## src/design/scsc_pkg.sv

```systemverilog
// Package for the sprite column silhouette clip block.
// Holds opcodes, silhouette kinds, the front-to-back command type and FSM state types.
// No dependencies.
`default_nettype none

package scsc_pkg;

  // Input opcodes
  localparam logic [1:0] OP_BEGIN  = 2'd0;
  localparam logic [1:0] OP_HEADER = 2'd1;
  localparam logic [1:0] OP_COLUMN = 2'd2;
  localparam logic [1:0] OP_READ   = 2'd3;

  // Silhouette kinds that change an opening
  localparam logic [2:0] KIND_TOP    = 3'd1;
  localparam logic [2:0] KIND_BOTTOM = 3'd2;
  localparam logic [2:0] KIND_BOTH   = 3'd3;
  localparam logic [2:0] KIND_SOLID  = 3'd4;

  // Reset value of the top half of an opening
  localparam logic [7:0] OPEN_TOP_DEFAULT = 8'h00;

  // Command queue depth
  localparam int unsigned CMDQ_DEPTH = 4;
  localparam int unsigned CMDQ_AW    = $clog2(CMDQ_DEPTH);

  typedef enum logic [1:0] {
    CMD_CLEAR,
    CMD_CLIP,
    CMD_READ
  } cmd_op_t;

  // One command from the front to the back
  typedef struct packed {
    cmd_op_t    op;
    logic [7:0] first;
    logic [7:0] last;
    logic [2:0] kind;
    logic [7:0] tsil;
    logic [7:0] bsil;
    logic       force_default;
  } cmd_t;

  typedef enum logic [1:0] {
    F_IDLE,
    F_HDR_MUL,
    F_HDR_CMP
  } front_state_t;

  typedef enum logic {
    B_IDLE,
    B_EXEC
  } back_state_t;

endpackage

`default_nettype wire

```

## src/design/scsc_cmd_fifo.sv

```systemverilog
// Short command queue between the front and back ends.
// Depends on scsc_pkg for cmd_t and the queue depth.
`default_nettype none

module scsc_cmd_fifo import scsc_pkg::*; (
  input  wire logic clk,
  input  wire logic rst,
  input  wire logic push,
  input  cmd_t      push_cmd,
  input  wire logic pop,
  output cmd_t      head,
  output logic      full,
  output logic      empty
);

  cmd_t                entries [CMDQ_DEPTH];
  logic [CMDQ_AW-1:0]  wr_ptr, rd_ptr;
  logic [CMDQ_AW:0]    count;

  assign full  = count == (CMDQ_AW + 1)'(CMDQ_DEPTH);
  assign empty = count == '0;
  assign head  = entries[rd_ptr];

  // Pointers and fill count
  always_ff @(posedge clk) begin
    if (rst) begin
      wr_ptr <= '0;
      rd_ptr <= '0;
      count  <= '0;
    end else begin
      if (push) wr_ptr <= wr_ptr + 1'b1;
      if (pop)  rd_ptr <= rd_ptr + 1'b1;
      case ({push, pop})
        2'b10:   count <= count + 1'b1;
        2'b01:   count <= count - 1'b1;
        default: count <= count;
      endcase
    end
  end

  // Entry storage
  always_ff @(posedge clk) begin
    if (push) entries[wr_ptr] <= push_cmd;
  end

endmodule

`default_nettype wire

```

## config.mk

```make
export PLATFORM = sky130hd
export DESIGN_NAME = scsc_cmd_fifo
export DESIGN_NICKNAME = d
export VERILOG_FILES = /design/src/design/scsc_pkg.sv /design/src/design/scsc_cmd_fifo.sv
export SDC_FILE = /design/constraint.sdc
export NUM_CORES = 1
export LEC_CHECK = 0
export BUFFER_PORTS_ARGS = -buffer_cell sky130_fd_sc_hd__buf_4
export CAP_MARGIN = 20
export CORE_MARGIN = 2
export CORE_UTILIZATION = 51
export DETAILED_ROUTE_END_ITERATION = 10
export GPL_TIMING_DRIVEN = 0
export HOLD_SLACK_MARGIN = 0.1
export PLACE_DENSITY_LB_ADDON = 0.05
export SYNTH_ARGS = -nofsm -noshare
export SYNTH_HDL_FRONTEND = slang
export SYNTH_SLANG_ARGS = --single-unit
export TNS_END_PERCENT = 100
```

## constraint.sdc

```tcl
create_clock -name clk -period 2.1 [get_ports clk]
set_clock_uncertainty 0.2 [all_clocks]
set_input_delay 0.105 -clock clk [delete_from_list [all_inputs] [get_ports clk]]
set_output_delay 0.105 -clock clk [all_outputs]
set_load 0.05 [all_outputs]
```

# Word-level counts from Yosys, hierarchy flattened
# Memory sizes are Yosys's and may differ from the RTL's. A register that Yosys moved wholly into a read port is not among the register bits.
# Index checks and enable logic that the tools add are counted.
[word_totals]
memories = 1
wordCells = 18
reg_bits = 7
out_inout_bits = 40
ram_bits = 152
in_bits = 42
[memory_table]
columns = ["name", "words", "width", "read_ports", "rd_clocked_by_memory_dff", "write_ports", "line", "source"]
rows = [
  ["entries", 4, 38, 1, 1, 1, "scsc_cmd_fifo.sv:16", "cmd_t entries [CMDQ_DEPTH];"],
]
[op_classes]
reduce_logical = 2
eq_ne = 3
n_addsub = 4
muxes = 5
[op_table]
columns = ["op", "count"]
rows = [
  ["3-bit one-hot mux with 2 select lines", 1],
  ["2-bit by 1-bit adder with 2-bit output (second input constant)", 2],
  ["2-bit two-way mux", 2],
  ["3-bit by 1-bit adder with 3-bit output (second input constant)", 1],
  ["3-bit equality test (second input constant)", 1],
  ["3-bit zero test", 1],
  ["3-bit by 1-bit subtractor with 3-bit output (second input constant)", 1],
  ["2-bit by 1-bit equality test with 1-bit output (second input constant)", 1],
  ["2-bit equality test (second input constant)", 1],
  ["1-bit two-way mux", 2],
  ["2-bit nonzero test", 1],
]

# Logic depth before layout (Yosys ltp)
[depth]
word_depth = 3
depth_mapped = 7
mapped_depth_nobuf = 7

# Least setup slack after synthesis
# Ideal clock, no wire load.
[synth_timing]
kind = "register -> register"
startpoint = "register wr_ptr[0]"
endpoint = "memory entries[2][0] (netlist bit) (enable)"
t_arrival_ns = 1.466
setup_ns = 0.399
path_slack_ns = 0.035
path_buffers = 0
required_ns = 1.501
path_stages_with_launch = 4
synth_period_minus_slack_ns = 2.065
path_cell_list = "dfxtp_1 inv_1 ha_1 and2_1"
[synth_rtl]
columns = ["item", "line", "source"]
rows = [
  ["from (decl)", "scsc_cmd_fifo.sv:17", "logic [CMDQ_AW-1:0] wr_ptr, rd_ptr;"],
  ["from (signal assigned)", "scsc_cmd_fifo.sv:31", "if (push) wr_ptr <= wr_ptr + 1'b1;"],
  ["to (decl)", "scsc_cmd_fifo.sv:16", ""],
]
# Straight into the memory's write port.

==> summary.md <==
| Metric | Value |
|---|---|
| CTS max path bufs | 2 |
| Worst Setup Start Kind | flop |
| Layout cells sized above 1 | roughly 40% |
| Critical Path End Type | output pin |
| Vias in the first global route | 3101 |
| Synthesized area | 5932 um^2 |
| Yosys warns | 0 |
| Final hold vios | 0 |
| Syn Inst Count | 245 |
| Leak | 0.002777 uW |
| Final critical-path share of the clock period | between 90% and 100% |
| Worst Max-Slew Pin Slew | 0.6207 ns |
| Switch Pwr | 1958 uW |
| Detail Placement HPWL | just over 6000 um |
| Clk sink count | 161 |
| Worst path arrival time | about 1.8 ns |
| Clock-pin slew on the worst setup and hold paths | 0.06 ns |
| Clk root buf | clkbuf_16 |
| Via count | 2849 |
| Non-Filler Instances | ~550 |
| Clock power frac | 37.1% |
| Unique cell type count in the Yosys netlist | 22 |
| FFs w/ async S/R, synth | 0% |
| Layout Nets | 440 |
| Hold slack | 0.2167 ns |
| Vias per cell | 5.199 |
| Sw Share | 24.38% |
| GRT Total Usage | between 10% and 20% |
| Residual DRC | 0 |
| Final setup violation count | 0 |
| Io pins | 82 |
| Kind of critical path | reg2out |
| Status | finished, final reports clean |
| Maximum vdd drop | 718.0 uV |
| Req. time, crit path | 1.79 ns |
| Power Total | 8033 uW |
| Syn nets | 293 |
| Gpl congestion | 0.6604 |
| Logic pwr share | 16.6% |
| MaxCap Viol Count | 0 |
| Post-Route WL | 10240 um |
| Internal Pwr Total | 6075 uW |
| Global-route wire length before repair | 16250 um |
| CTS tree | built |
| Chip height | ~110 um |
| WL/cell | approximately 19 um |
| Power Density | between 1000 and 1500 nW/um^2 |
| Dpl cells | 472 |
| Relative slew slack | 58.62% |
| CTS Buf Count | 17 |
| Part of the Yosys area used for sequential elements | 79.98% |
| EDFF count, synth | 152 |
| Initial antenna violation count | 0 |
| Core ar. | 11370 um^2 |
| Clk_lat worst skew | 0.42 ns |
| CTS H-tree depth | 4 |
| Seq pwr share | a little under half |
| Starting Density | 52.17% |
| Setup TNS | 0 ns |
| Register bit count reported by yosys | 161 |
| Total gr overflow | 0 |
| Number of placement rows | 39 |
| Post-Syn Area per Cell | 24.21 um^2 |
| DRT iter0 DRCs | 157 |
| Post-layout min period | 2.069 ns |
| RSZ-0062 raised after global routing | true |
| Largest net degree at the start of global routing | 31 |
| Crit path max fanout | 10 |
| DR pass1 iterations | 4 |
| Hold Path Class | in2reg |
| # diodes | 0 |
| Layout area overhead | 34.09% |
| Port-buffer cells | 80 |
| Most common flop cell mapped by yosys | edfxtp_1 |
| Die W | between 100 and 150 um |
| Fmax | 483.3 MHz |
| Fin. max-slew vios | 0 |
| Antenna-violating nets left | 0 |
| Die area | 12510 um^2 |
==> worst max-delay path, cell delays in order (launching register included) <==
cell	delay, ns
dfxtp_2	0.36
buf_12	0.13
buf_12	0.15
mux4_2	0.53
buf_6	0.17
==> power groups by stage <==
stage          clock [uW]  combinational [uW]  sequential, uW
2_1_floorplan           0                 814            3780
3_3_place_gp            0                1160            3790
3_5_place_dp            0                1200            3790
4_1_cts              3050                1310            3720
5_1_grt              3190                1400            3730
6_report             2980                1330            3720
==> flip-flops by register name, indices dropped and copies added (netlist names), named ones only <==
register	count
rd_ptr	2
count	3
wr_ptr	2
entries	152
==> logic make-up (layout without fill, tap and decap cells) <==
logic type | Yosys count | in the layout | share of synthesized area, %
buffers and inverters | 15 | 175 | 1.751
AND/OR/NAND/NOR | 16 | 16 | 1.287
flip-flops | 161 | 161 | 79.98
XOR/XNOR | 5 | 5 | 0.7384
adder cells (fa/ha/maj) | 6 | 6 | 1.392
multiplexers | 39 | 39 | 14.60
AO/OA/AOI/OAI | 3 | 3 | 0.2530
==> worst paths after layout <==
path         cells past startpoint              to  slack, ns          from
min reg2reg                      2        count[2]       0.32      count[2]
max reg2reg                      4   entries[0][7]       0.22     wr_ptr[0]
max                              4        head[19]       0.03          flop
min                              2  entries[1][12]       0.22  push_cmd[12]
==> cell usage after synthesis, types with 3 or more instances <==
master / instances / area (um^2)
edfxtp_1: 152 / 4564
mux4_2: 38 / 855.8
dfxtp_1: 9 / 180.2
nor2_1: 8 / 30.03
inv_1: 6 / 22.52
ha_1: 5 / 62.56
and2_1: 4 / 25.02
buf_2: 3 / 15.01
xor2_1: 3 / 26.28
==> timing repair <==
action	in CTS	in global routing
buffers inserted	1	0
gates resized for setup	18	17
endpoints found under the hold margin	169	0
hold buffers	43	0
endpoints found under the setup margin	30	29
==> routing by layer <==
| layer | global-route usage (%) | part of all wire, % | up-vias |
|---|---|---|---|
| met4 | 8.148 | 1.9 | 0 |
| met2 | 28.97 | 51 | 69 |
| met1 | 22.17 | 42 | 1438 |
| li1 | - | - | 1321 |
| met3 | 6.206 | 5.3 | 21 |
| met5 | 0 | 0 | - |
==> layout by cell type (no fill, tap or decap), drive strengths merged <==
master | Yosys | routed
edfxtp | 152 | 152
buf | 7 | 92
dlygate4sd3 | 0 | 43
mux4 | 38 | 38
clkbuf | 2 | 20
dfxtp | 9 | 9
nor2 | 8 | 8
clkinv | 0 | 8
inv | 6 | 6
ha | 5 | 5
and2 | 4 | 4
xor2 | 3 | 3
clkinvlp | 0 | 3
bufinv | 0 | 3
xnor2 | 2 | 2
a21oi | 2 | 2
nor3 | 1 | 1
and3 | 1 | 1
nand2 | 1 | 1
mux2i | 1 | 1
o21ai | 1 | 1
or3 | 1 | 1
fa | 1 | 1
==> per-stage QoR <==
stage / worst slack [ns] / cell area [um^2] / utilization [%]
global route: -0.02211 / 7954 / 69.96
detailed placement: 0.1816 / 6804 / 59.84
floorplan: 0.03520 / 5932 / -
CTS: -0.01255 / 7890 / 69.40
finish: 0.03076 / 7954 / 69.96
global placement: -0.7214 / 6711 / 59.03
==> cell type report <==
type / count / area, um^2
clock inverters: 14 / 146.4
inverters: 6 / 22.52
multi-input cells: 69 / 1089
repair buffers: 128 / 1240
fillers: 711 / 3416
flip-flops and latches: 161 / 4746
clock buffers: 18 / 429.2
plain buffers: 9 / 102.6
well taps: 143 / 178.9
Note: power is estimated with default switching activity, not from simulation.
