### config.mk
export PLATFORM = sky130hd
export DESIGN_NAME = scsc_front_flat
export DESIGN_NICKNAME = d
export VERILOG_FILES = /design/src/design/scsc_pkg.sv /design/src/design/scsc_if.sv /design/src/design/scsc_front.sv /design/src/flat_wrapper.sv
export SDC_FILE = /design/constraint.sdc
export NUM_CORES = 2
export LEC_CHECK = 0
export ABC_AREA = 1
export BUFFER_PORTS_ARGS = -buffer_cell sky130_fd_sc_hd__buf_2
export CAP_MARGIN = 20
export CELL_PAD_IN_SITES_DETAIL_PLACEMENT = 1
export CELL_PAD_IN_SITES_GLOBAL_PLACEMENT = 1
export CORE_MARGIN = 2
export CORE_UTILIZATION = 48
export CTS_BUF_LIST = sky130_fd_sc_hd__clkbuf_4 sky130_fd_sc_hd__clkbuf_8 sky130_fd_sc_hd__clkbuf_16
export DETAILED_ROUTE_END_ITERATION = 7
export PLACE_DENSITY = 0.81
export SETUP_SLACK_MARGIN = 0.02
export SLEW_MARGIN = 10
export SYNTH_ARGS = -nofsm -noshare
export SYNTH_HDL_FRONTEND = slang
export SYNTH_SLANG_ARGS = --single-unit
### constraint.sdc
create_clock -name clk -period 7.1 [get_ports clk]
set_input_delay 0.71 -clock clk [delete_from_list [all_inputs] [get_ports clk]]
set_output_delay 0.71 -clock clk [all_outputs]
set_load 0.02 [all_outputs]
### src/design/scsc_pkg.sv
// Package for the sprite column silhouette clip block.
// Holds opcodes, silhouette kinds, the front-to-back command type and FSM state types.
// No dependencies.
`default_nettype none

package scsc_pkg;

  // Input opcodes
  localparam logic [1:0] OP_BEGIN  = 2'd0;
  localparam logic [1:0] OP_HEADER = 2'd1;
  localparam logic [1:0] OP_COLUMN = 2'd2;
  localparam logic [1:0] OP_READ   = 2'd3;

  // Silhouette kinds that change an opening
  localparam logic [2:0] KIND_TOP    = 3'd1;
  localparam logic [2:0] KIND_BOTTOM = 3'd2;
  localparam logic [2:0] KIND_BOTH   = 3'd3;
  localparam logic [2:0] KIND_SOLID  = 3'd4;

  // Reset value of the top half of an opening
  localparam logic [7:0] OPEN_TOP_DEFAULT = 8'h00;

  // Command queue depth
  localparam int unsigned CMDQ_DEPTH = 4;
  localparam int unsigned CMDQ_AW    = $clog2(CMDQ_DEPTH);

  typedef enum logic [1:0] {
    CMD_CLEAR,
    CMD_CLIP,
    CMD_READ
  } cmd_op_t;

  // One command from the front to the back
  typedef struct packed {
    cmd_op_t    op;
    logic [7:0] first;
    logic [7:0] last;
    logic [2:0] kind;
    logic [7:0] tsil;
    logic [7:0] bsil;
    logic       force_default;
  } cmd_t;

  typedef enum logic [1:0] {
    F_IDLE,
    F_HDR_MUL,
    F_HDR_CMP
  } front_state_t;

  typedef enum logic {
    B_IDLE,
    B_EXEC
  } back_state_t;

endpackage

`default_nettype wire

### src/design/scsc_if.sv
// Channel interfaces for the sprite column silhouette clip block.
// scsc_in_if carries input items, scsc_out_if carries opening results. No dependencies.
`default_nettype none

interface scsc_in_if;
  logic               valid;
  logic               ready;
  logic [1:0]         opcode;
  logic [7:0]         first_x;
  logic [7:0]         last_x;
  logic signed [31:0] scale_a;
  logic signed [31:0] scale_b;
  logic signed [31:0] point_x;
  logic signed [31:0] point_y;
  logic signed [31:0] end_x;
  logic signed [31:0] end_y;
  logic [2:0]         sil_kind;
  logic [7:0]         top_sil;
  logic [7:0]         bottom_sil;

  modport source (
    output valid, opcode, first_x, last_x, scale_a, scale_b, point_x, point_y,
           end_x, end_y, sil_kind, top_sil, bottom_sil,
    input  ready
  );
  modport sink (
    input  valid, opcode, first_x, last_x, scale_a, scale_b, point_x, point_y,
           end_x, end_y, sil_kind, top_sil, bottom_sil,
    output ready
  );
endinterface


`default_nettype wire

### src/design/scsc_front.sv
// Front end: accepts items, keeps sprite and wall state, runs the wall header test
// and queues memory commands for the back end. Depends on scsc_pkg and scsc_in_if.
`default_nettype none

module scsc_front import scsc_pkg::*; #(
  parameter int unsigned SCREEN_WIDTH = 256
) (
  input  wire logic  clk,
  input  wire logic  rst,
  scsc_in_if.sink    req,
  input  wire logic  q_full,
  output logic       q_push,
  output cmd_t       q_cmd
);

  front_state_t state, state_next;

  // Sprite and wall state
  logic [7:0]         sprite_first, sprite_last;
  logic signed [31:0] sprite_scale;
  logic [31:0]        sprite_pos_x, sprite_pos_y;
  logic               wall_active;
  logic [7:0]         clip_first, clip_last;
  logic [2:0]         wall_kind;

  // Header test pipeline
  logic               hdr_early_reject, hdr_need_cross;
  logic signed [15:0] hdr_sdx, hdr_sdy, hdr_dx, hdr_dy;
  logic signed [31:0] hdr_p1, hdr_p2;
  logic [7:0]         hdr_first, hdr_last;
  logic [2:0]         hdr_kind;

  logic accept;
  logic [31:0] d_sx, d_sy, d_px, d_py;
  logic miss, both_below, need_cross, col_hit, off_screen;

  assign req.ready = (state == F_IDLE) && !q_full;
  assign accept    = req.valid && req.ready;

  // Header classification terms, from the item and the sprite registers
  always_comb begin
    d_sx       = req.end_x - req.point_x;
    d_sy       = req.end_y - req.point_y;
    d_px       = sprite_pos_x - req.point_x;
    d_py       = sprite_pos_y - req.point_y;
    miss       = (req.first_x > sprite_last) || (req.last_x < sprite_first);
    both_below = (req.scale_a < sprite_scale) && (req.scale_b < sprite_scale);
    need_cross = (req.scale_a <= sprite_scale) || (req.scale_b <= sprite_scale);
    off_screen = {1'b0, req.first_x} >= 9'(SCREEN_WIDTH);
    col_hit    = wall_active && (req.first_x >= clip_first) &&
                 (req.first_x <= clip_last) && !off_screen;
  end

  // Command to the back end
  always_comb begin
    q_push              = 1'b0;
    q_cmd.op            = CMD_READ;
    q_cmd.first         = req.first_x;
    q_cmd.last          = req.last_x;
    q_cmd.kind          = wall_kind;
    q_cmd.tsil          = req.top_sil;
    q_cmd.bsil          = req.bottom_sil;
    q_cmd.force_default = off_screen;
    if (accept) begin
      case (req.opcode)
        OP_BEGIN: begin
          q_push   = 1'b1;
          q_cmd.op = CMD_CLEAR;
        end
        OP_COLUMN: begin
          q_push   = col_hit;
          q_cmd.op = CMD_CLIP;
        end
        OP_READ: begin
          q_push   = 1'b1;
          q_cmd.op = CMD_READ;
        end
        default: q_push = 1'b0;
      endcase
    end
  end

  // State register
  always_ff @(posedge clk) begin
    if (rst) begin
      state <= F_IDLE;
    end else begin
      state <= state_next;
    end
  end

  // Next state: after a header the front passes a multiply state and a compare state for the cross-product test
  always_comb begin
    state_next = state;
    case (state)
      F_IDLE: begin
        if (accept && req.opcode == OP_HEADER) state_next = F_HDR_MUL;
      end
      F_HDR_MUL: state_next = F_HDR_CMP;
      F_HDR_CMP: state_next = F_IDLE;
      default:   state_next = F_IDLE;
    endcase
  end

  // Sprite and wall control state
  always_ff @(posedge clk) begin
    if (rst) begin
      sprite_first <= '0;
      sprite_last  <= '0;
      sprite_scale <= '0;
      sprite_pos_x <= '0;
      sprite_pos_y <= '0;
      wall_active  <= 1'b0;
      clip_first   <= '0;
      clip_last    <= '0;
      wall_kind    <= '0;
    end else begin
      if (accept && req.opcode == OP_BEGIN) begin
        sprite_first <= req.first_x;
        sprite_last  <= req.last_x;
        sprite_scale <= req.scale_a;
        sprite_pos_x <= req.point_x;
        sprite_pos_y <= req.point_y;
        wall_active  <= 1'b0;
      end
      if (state == F_HDR_CMP) begin
        if (hdr_early_reject || (hdr_need_cross && (hdr_p1 < hdr_p2))) begin
          wall_active <= 1'b0;
        end else begin
          wall_active <= 1'b1;
          clip_first  <= hdr_first;
          clip_last   <= hdr_last;
          wall_kind   <= hdr_kind;
        end
      end
    end
  end

  // Header datapath: capture terms, then multiply
  always_ff @(posedge clk) begin
    if (accept && req.opcode == OP_HEADER) begin
      hdr_early_reject <= miss || both_below || (req.sil_kind == 3'd0);
      hdr_need_cross   <= need_cross;
      hdr_sdx          <= signed'(d_sx[31:16]);
      hdr_sdy          <= signed'(d_sy[31:16]);
      hdr_dx           <= signed'(d_px[31:16]);
      hdr_dy           <= signed'(d_py[31:16]);
      hdr_first        <= (req.first_x < sprite_first) ? sprite_first : req.first_x;
      hdr_last         <= (req.last_x > sprite_last) ? sprite_last : req.last_x;
      hdr_kind         <= req.sil_kind;
    end
    if (state == F_HDR_MUL) begin
      hdr_p1 <= hdr_sdx * hdr_dy;
      hdr_p2 <= hdr_dx * hdr_sdy;
    end
  end

endmodule

`default_nettype wire

### src/flat_wrapper.sv
// flat-port wrapper written by rule: the top's interface ports become plain ports
module scsc_front_flat import scsc_pkg::*;
#(
  parameter int unsigned SCREEN_WIDTH = 256
)
  (clk, rst, q_full, q_push, q_cmd, req_valid, req_opcode, req_first_x, req_last_x, req_scale_a, req_scale_b, req_point_x, req_point_y, req_end_x, req_end_y, req_sil_kind, req_top_sil, req_bottom_sil, req_ready);
  scsc_in_if req_i ();
  input  wire logic clk;
  input  wire logic rst;
  input  wire logic q_full;
  output logic q_push;
  output cmd_t q_cmd;
  input wire logic [$bits(req_i.valid)-1:0] req_valid;
  input wire logic [$bits(req_i.opcode)-1:0] req_opcode;
  input wire logic [$bits(req_i.first_x)-1:0] req_first_x;
  input wire logic [$bits(req_i.last_x)-1:0] req_last_x;
  input wire logic [$bits(req_i.scale_a)-1:0] req_scale_a;
  input wire logic [$bits(req_i.scale_b)-1:0] req_scale_b;
  input wire logic [$bits(req_i.point_x)-1:0] req_point_x;
  input wire logic [$bits(req_i.point_y)-1:0] req_point_y;
  input wire logic [$bits(req_i.end_x)-1:0] req_end_x;
  input wire logic [$bits(req_i.end_y)-1:0] req_end_y;
  input wire logic [$bits(req_i.sil_kind)-1:0] req_sil_kind;
  input wire logic [$bits(req_i.top_sil)-1:0] req_top_sil;
  input wire logic [$bits(req_i.bottom_sil)-1:0] req_bottom_sil;
  output wire logic [$bits(req_i.ready)-1:0] req_ready;
  assign req_i.valid = req_valid;
  assign req_i.opcode = req_opcode;
  assign req_i.first_x = req_first_x;
  assign req_i.last_x = req_last_x;
  assign req_i.scale_a = req_scale_a;
  assign req_i.scale_b = req_scale_b;
  assign req_i.point_x = req_point_x;
  assign req_i.point_y = req_point_y;
  assign req_i.end_x = req_end_x;
  assign req_i.end_y = req_end_y;
  assign req_i.sil_kind = req_sil_kind;
  assign req_i.top_sil = req_top_sil;
  assign req_i.bottom_sil = req_bottom_sil;
  assign req_ready = req_i.ready;
  scsc_front #(.SCREEN_WIDTH(SCREEN_WIDTH)) u_core (.clk(clk), .rst(rst), .req(req_i), .q_full(q_full), .q_push(q_push), .q_cmd(q_cmd));
endmodule
==> Word level (Yosys, flattened, before mapping) <==
Index checks and enable logic that the tools add are counted.
{ "word_totals": {"regBits": 283, "inputBits": 233, "out_inout_bits": 40} }
{ "op_classes": {"add_sub_neg": 4, "bitwise": 1, "order_cmp": 11, "reduce_logical": 20, "mul": 2, "n_mux": 11, "eq_ne": 6} }
{ "ops": {"columns": ["op", "count"], "rows": [
  ["subtractor 32 bit", 4],
  ["less-than comparator 32 bit", 3],
  ["less-or-equal comparator 32 bit", 2],
  ["multiplier 16 x 16 -> 32 bit", 2],
  ["greater-than comparator 8 bit", 2],
  ["less-than comparator 8 bit", 2],
  ["two-way mux 8 bit", 2],
  [">= comparator 8 bit", 1],
  ["less-or-equal comparator 8 bit", 1],
  ["logical AND 1 bit", 8],
  ["case mux 2 bit (2 select lines)", 2],
  ["== test 2 bit, second input constant", 3],
  ["logical OR 1 bit", 5],
  ["== test 2 x 1 -> 1 bit, second input constant", 2],
  ["zero test 2 bit", 2],
  ["two-way mux 1 bit", 4],
  ["two-way mux 2 bit", 2],
  ["zero test 3 bit", 1],
  ["inequality test 2 bit, second input constant", 1],
  ["case mux 1 bit (2 select lines)", 1],
  ["AND reduction 2 bit", 1],
  ["nonzero test 2 bit", 1],
  ["OR reduction 2 bit", 1],
  ["zero test 1 bit", 1],
  ["NOT 1 bit", 1]
]} }

==> Depth between registers and ports, before layout <==
{ "logic_depth": {"word_depth": 6, "mapped_depth": 26, "depth_no_buf": 25} }

==> Worst setup path before layout <==
No wires, ideal clock.
{ "synth_timing": {"path_kind": "flip-flop to flip-flop", "start": "register u_core.hdr_dy[5]", "end": "register u_core.hdr_p1[31], data pin", "path_slack_ns": 1.322, "path_stages_with_launch": 23, "t_required_ns": 6.838, "t_arrival_ns": 5.516, "path_cell_list": "edfxtp_1 -> clkbuf_1 -> clkbuf_1 -> nand2_1 -> fa_1 -> inv_1 -> fa_1 -> fa_1 -> fa_1 -> fa_1 -> inv_1 -> fa_1 -> inv_1 -> ha_1 -> nand2_1 -> nor2_1 -> inv_1 -> nor2_1 -> nand4_1 -> nand3_1 -> a21o_1 -> a21oi_1 -> xor2_1"} }
{ "synth_via": {"elab_chain_len": 1} }
{ "synth_rtl": {"columns": ["element", "line_no", "source"], "rows": [
  ["start, declared", "scsc_front.sv:28", "logic signed [15:0] hdr_sdx, hdr_sdy, hdr_dx, hdr_dy;"],
  ["start signal, assigned", "scsc_front.sv:147", "hdr_dy <= signed'(d_py[31:16]);"],
  ["multiplier 16 x 16 -> 32 bit", "scsc_front.sv:153", "hdr_p1 <= hdr_sdx * hdr_dy;"],
  ["end signal, assigned", "scsc_front.sv:153", null],
  ["end, declared", "scsc_front.sv:29", "logic signed [31:0] hdr_p1, hdr_p2;"]
]} }
Every way passes these cells.
A chain may end at the register's enable or synchronous reset.

==> Worst setup path in the final report <==
{ "layout_timing": {"start": "register u_core.hdr_dx[15]", "end": "register u_core.hdr_p2[28], data pin"} }
{ "layout_via": {"elab_chain_len": 1} }
{ "layout_rtl": {"columns": ["element", "line_no", "source"], "rows": [
  ["start, declared", "scsc_front.sv:28", null],
  ["start signal, assigned", "scsc_front.sv:146", "hdr_dx <= signed'(d_px[31:16]);"],
  ["multiplier 16 x 16 -> 32 bit", "scsc_front.sv:154", "hdr_p2 <= hdr_dx * hdr_sdy;"],
  ["end signal, assigned", "scsc_front.sv:154", null],
  ["end, declared", "scsc_front.sv:29", null]
]} }
Every way passes these cells.

==> impl_results.md <==
* Power Density at 305 mW/mm²
* Main flop type after synthesis: edfxtp_1
* Hold_buf cts at 0
* Critical-path cell list: nand2_1 > inv_1 > fa_1 > fa_1 > fa_1 > fa_1 > fa_1 > inv_1 > fa_1 > inv_1 > ha_1 > a21oi_1 > o21ai_0 > a221oi_1 > o211ai_1 > xor2_1
* Htree depth at 2
* Clk pwr share at roughly 16%
* CTS buffer count at 38
* Synth Cell Area at roughly 0.04 mm²
* Die area at 0.0860 mm²
* Simple-gate portion of the synthesized area at between 10% and 20%
* Worst skew pair latency at about 0.62 ns
* Starting Density at between 40% and 50%
* IO Pins at around 270
* Die X-Extent at a little under 300 µm
* DR DRC count at 0
* Most numerous cell in the Yosys netlist: inv_1
* Final Skew at between 0.05 and 0.06 ns
* Setup violations, final at 0
* DP Wirelength at approximately 110 mm
* Max stage delay on crit path at a little over 0.9 ns
* Grt total ovfl at 0
* Final net count at ~6,400
* CP max-delay cell: fa_1
* Internal power at approximately 6.6 mW
* Switching Fraction at between 50% and 60%
* Post-CTS Resized at 0
* Xor-xnor portion of the synthesized cell area at 2.64%
* Register share of total power at between 15 and 20%
* Dpl cells at between 6,000 and 7,000
* CTS max path bufs at 3
* Period minus WS final at about 6.5 ns
* Net Switching at roughly 6.6 mW
* Vias post-DR at approximately 34,000
* GR Util All Layers at 30.2%
* Core Rows at ~110
* Post-synthesis compound-gate area fraction at between 10% and 20%
* Crit-path leading delay family: adder cells
* Crit Path Max Fanout at 16
* Max Cap Violations at 0
* Leak pwr at around 23 nW
* Worst vdd ir at roughly 0.26 mV
* # Post-CTS Setup Buffers at 0
* Setup TNS at 0 ns
* Area grow syn2layout at 8.05%
* Die Y at ~290 µm
* Buf/Inv on CP at 3
* GP Congestion at about 0.95
* IO Port Bufs at between 200 and 250
* Avg Cell Area, Syn at 7.88 µm²
* Synth Instances at approximately 5,000
* Drt pass-1 iters at 5
* Filler cells at approximately 10,000
* Reg clk slew, reported paths at about 0.06 ns
* Largest family of logic cells by synthesized area: adder cells
* Hold crit path type: in2reg
* Area share of the largest cell type after synthesis at about a quarter
* Register area share after synthesis at ~18%
* Top cells by count, synth: inv_1, nand2_1, fa_1, ha_1, nor2_1
* Worst Tran Pin Value at roughly 1.1 ns
* Largest area contributor in the netlist: fa_1
* Initial antenna violation count at 38
* Post-Layout Cell Count at 6,317
* Startpoint class of the critical path: flip-flop
* Synth area leaders: fa_1, ha_1, inv_1
* First-pass GRT wire length at about 200 mm
* RSZ-0062 raised after global routing: false
* Crit path DAT at roughly 7 ns
* Cell mode on critical path: fa_1
* Share of layout cells above drive strength 1 at 7.03%
* Final Hold Viols at 0
* Synth cell types at 56
* Post-synth EDFFs at roughly 150
* Slew Viols, Final at 0
* Routed Antenna Nets at 0
* Syn nets at between 6,000 and 7,000
* Outcome: complete, no violations
* # clock sinks at 283
* Mux cell area share after synthesis at 0%
* Vias in the first global route at approximately 37,000
* Adder-Cell Fraction of Synth Area at roughly two fifths
* CTS Root Cell: clkbuf_16
* DRT Wirelength at 128 mm
* Final worst-path cycle share at 91.6%
* Ys async rst share at 0%
* TritonCTS clock tree: yes
* Core area at roughly 0.083 mm²
* CP endpoint kind: flip-flop
* CP Class: reg2reg
* 1st-iter DRT viols at 1,725
* Worst EP required at about 7.4 ns
* Warnings, synthesis at 0
* Combinational share of power at between 60% and 70%
* Vias per cell at roughly 5.4
* Synth Register Bits at 283
* Fmax at between 150 and 200 MHz
* Drt wl/cell at around 20 µm
* Max-slew headroom at 28.8%
* Pin count of the biggest net entering global routing at about 120
[final cells by class]
cell class,count,area (µm²),area share (%)
antenna,16,40.0,0.0923
clock buffer,50,1150,2.65
clock inverter,20,220,0.508
inverter,1200,4500,10.4
multi-input combinational,3412,27600,63.6
sequential,283,7160,16.5
tap,1080,1350,3.12
timing repair buffer,256,1350,3.11
[placed cells by master (no fill, tap or decap), types with 4 or more instances in the layout]
master     synthesis  routed
diode_2            0      16
nand2_1         1018    1018
xnor2_1           34      34
o211ai_1           9       9
ha_1             430     430
clkinv_1           1       5
o21ai_0          189     189
clkbuf_4           0       4
fa_1             524     524
clkbuf_16          0      43
o21a_1            13      13
o21ai_1            8       8
edfxtp_1         149     149
o21bai_1          27      27
dfxtp_1          134     134
buf_2             20     239
nor3_1            29      29
inv_1           1198    1197
buf_4             33      15
xor2_1            87      87
nand3b_1           6       6
nand4_1           32      32
nand3_1           97      97
a211oi_1          15      15
a31oi_1           22      22
or2_2             10      10
a21boi_0          17      17
nor4_1            16      16
a21o_1            47      47
a221oi_1          15      15
nor2_1           362     359
clkinv_2           0       7
a21oi_1          360     360
a21oi_2           14      14
[metrics by stage]
step | cell area [µm²] | setup WS (ns) | hold WS [ns] | utilization (%) | power (mW)
2_1_floorplan | 40100 | 1.32 | 0.429 | - | 8.39
3_3_place_gp | 41900 | 0.838 | 0.441 | 50.4 | 10.7
3_5_place_dp | 41900 | 0.610 | 0.455 | 50.4 | 11.1
4_1_cts | 43300 | 0.560 | 0.260 | 52.1 | 13.3
5_1_grt | 43300 | 0.233 | 0.265 | 52.1 | 14.4
6_report | 43400 | 0.593 | 0.282 | 52.2 | 13.2
[flip-flops by register name, indices dropped and copies added, names as in the netlist, 16 cells and up]
name	flops
u_core.hdr_p1	32
u_core.hdr_p2	32
u_core.sprite_pos_x	32
u_core.sprite_pos_y	32
u_core.sprite_scale	32
u_core.hdr_dx	16
u_core.hdr_dy	16
u_core.hdr_sdx	16
u_core.hdr_sdy	16
[routing by layer]
layer,vias up,GRT usage [%],wire [µm]
li1,15887,-,-
met1,16698,35.5,51700
met2,889,53.3,62800
met3,305,7.26,8600
met4,44,11.2,4970
met5,-,0,297
[cell families (layout without fill, tap and decap cells)]
family | after synthesis | count (layout)
AOI/OAI and AO/OA | 754 | 754
xor gates and xnor gates | 121 | 121
adders and majority gates | 954 | 954
buffers and inverters | 1398 | 1526
DFF | 283 | 283
other | 1 | 17
and+or+nand+nor | 1582 | 1582
[worst paths after layout]
check	from	to	slack (ns)	cells past startpoint
worst max-delay path	u_core.hdr_dx[15]	u_core.hdr_p2[28]	0.59	16
worst min-delay path	req_sil_kind[2]	u_core.hdr_kind[2]	0.28	1
worst max register to register	u_core.hdr_dx[15]	u_core.hdr_p2[28]	0.59	16
worst min register to register	u_core.sprite_pos_y[0]	u_core.sprite_pos_y[0]	0.46	2
[power groups by stage]
stage,Clock [mW],Sequential [mW],Combinational (mW)
floorplan,0,2.25,6.15
global placement,0,2.31,8.40
detailed placement,0,2.31,8.82
CTS,2.12,2.28,8.89
global route,2.19,2.28,9.98
finish,2.09,2.28,8.87
(Power assumes the default switching activity.)
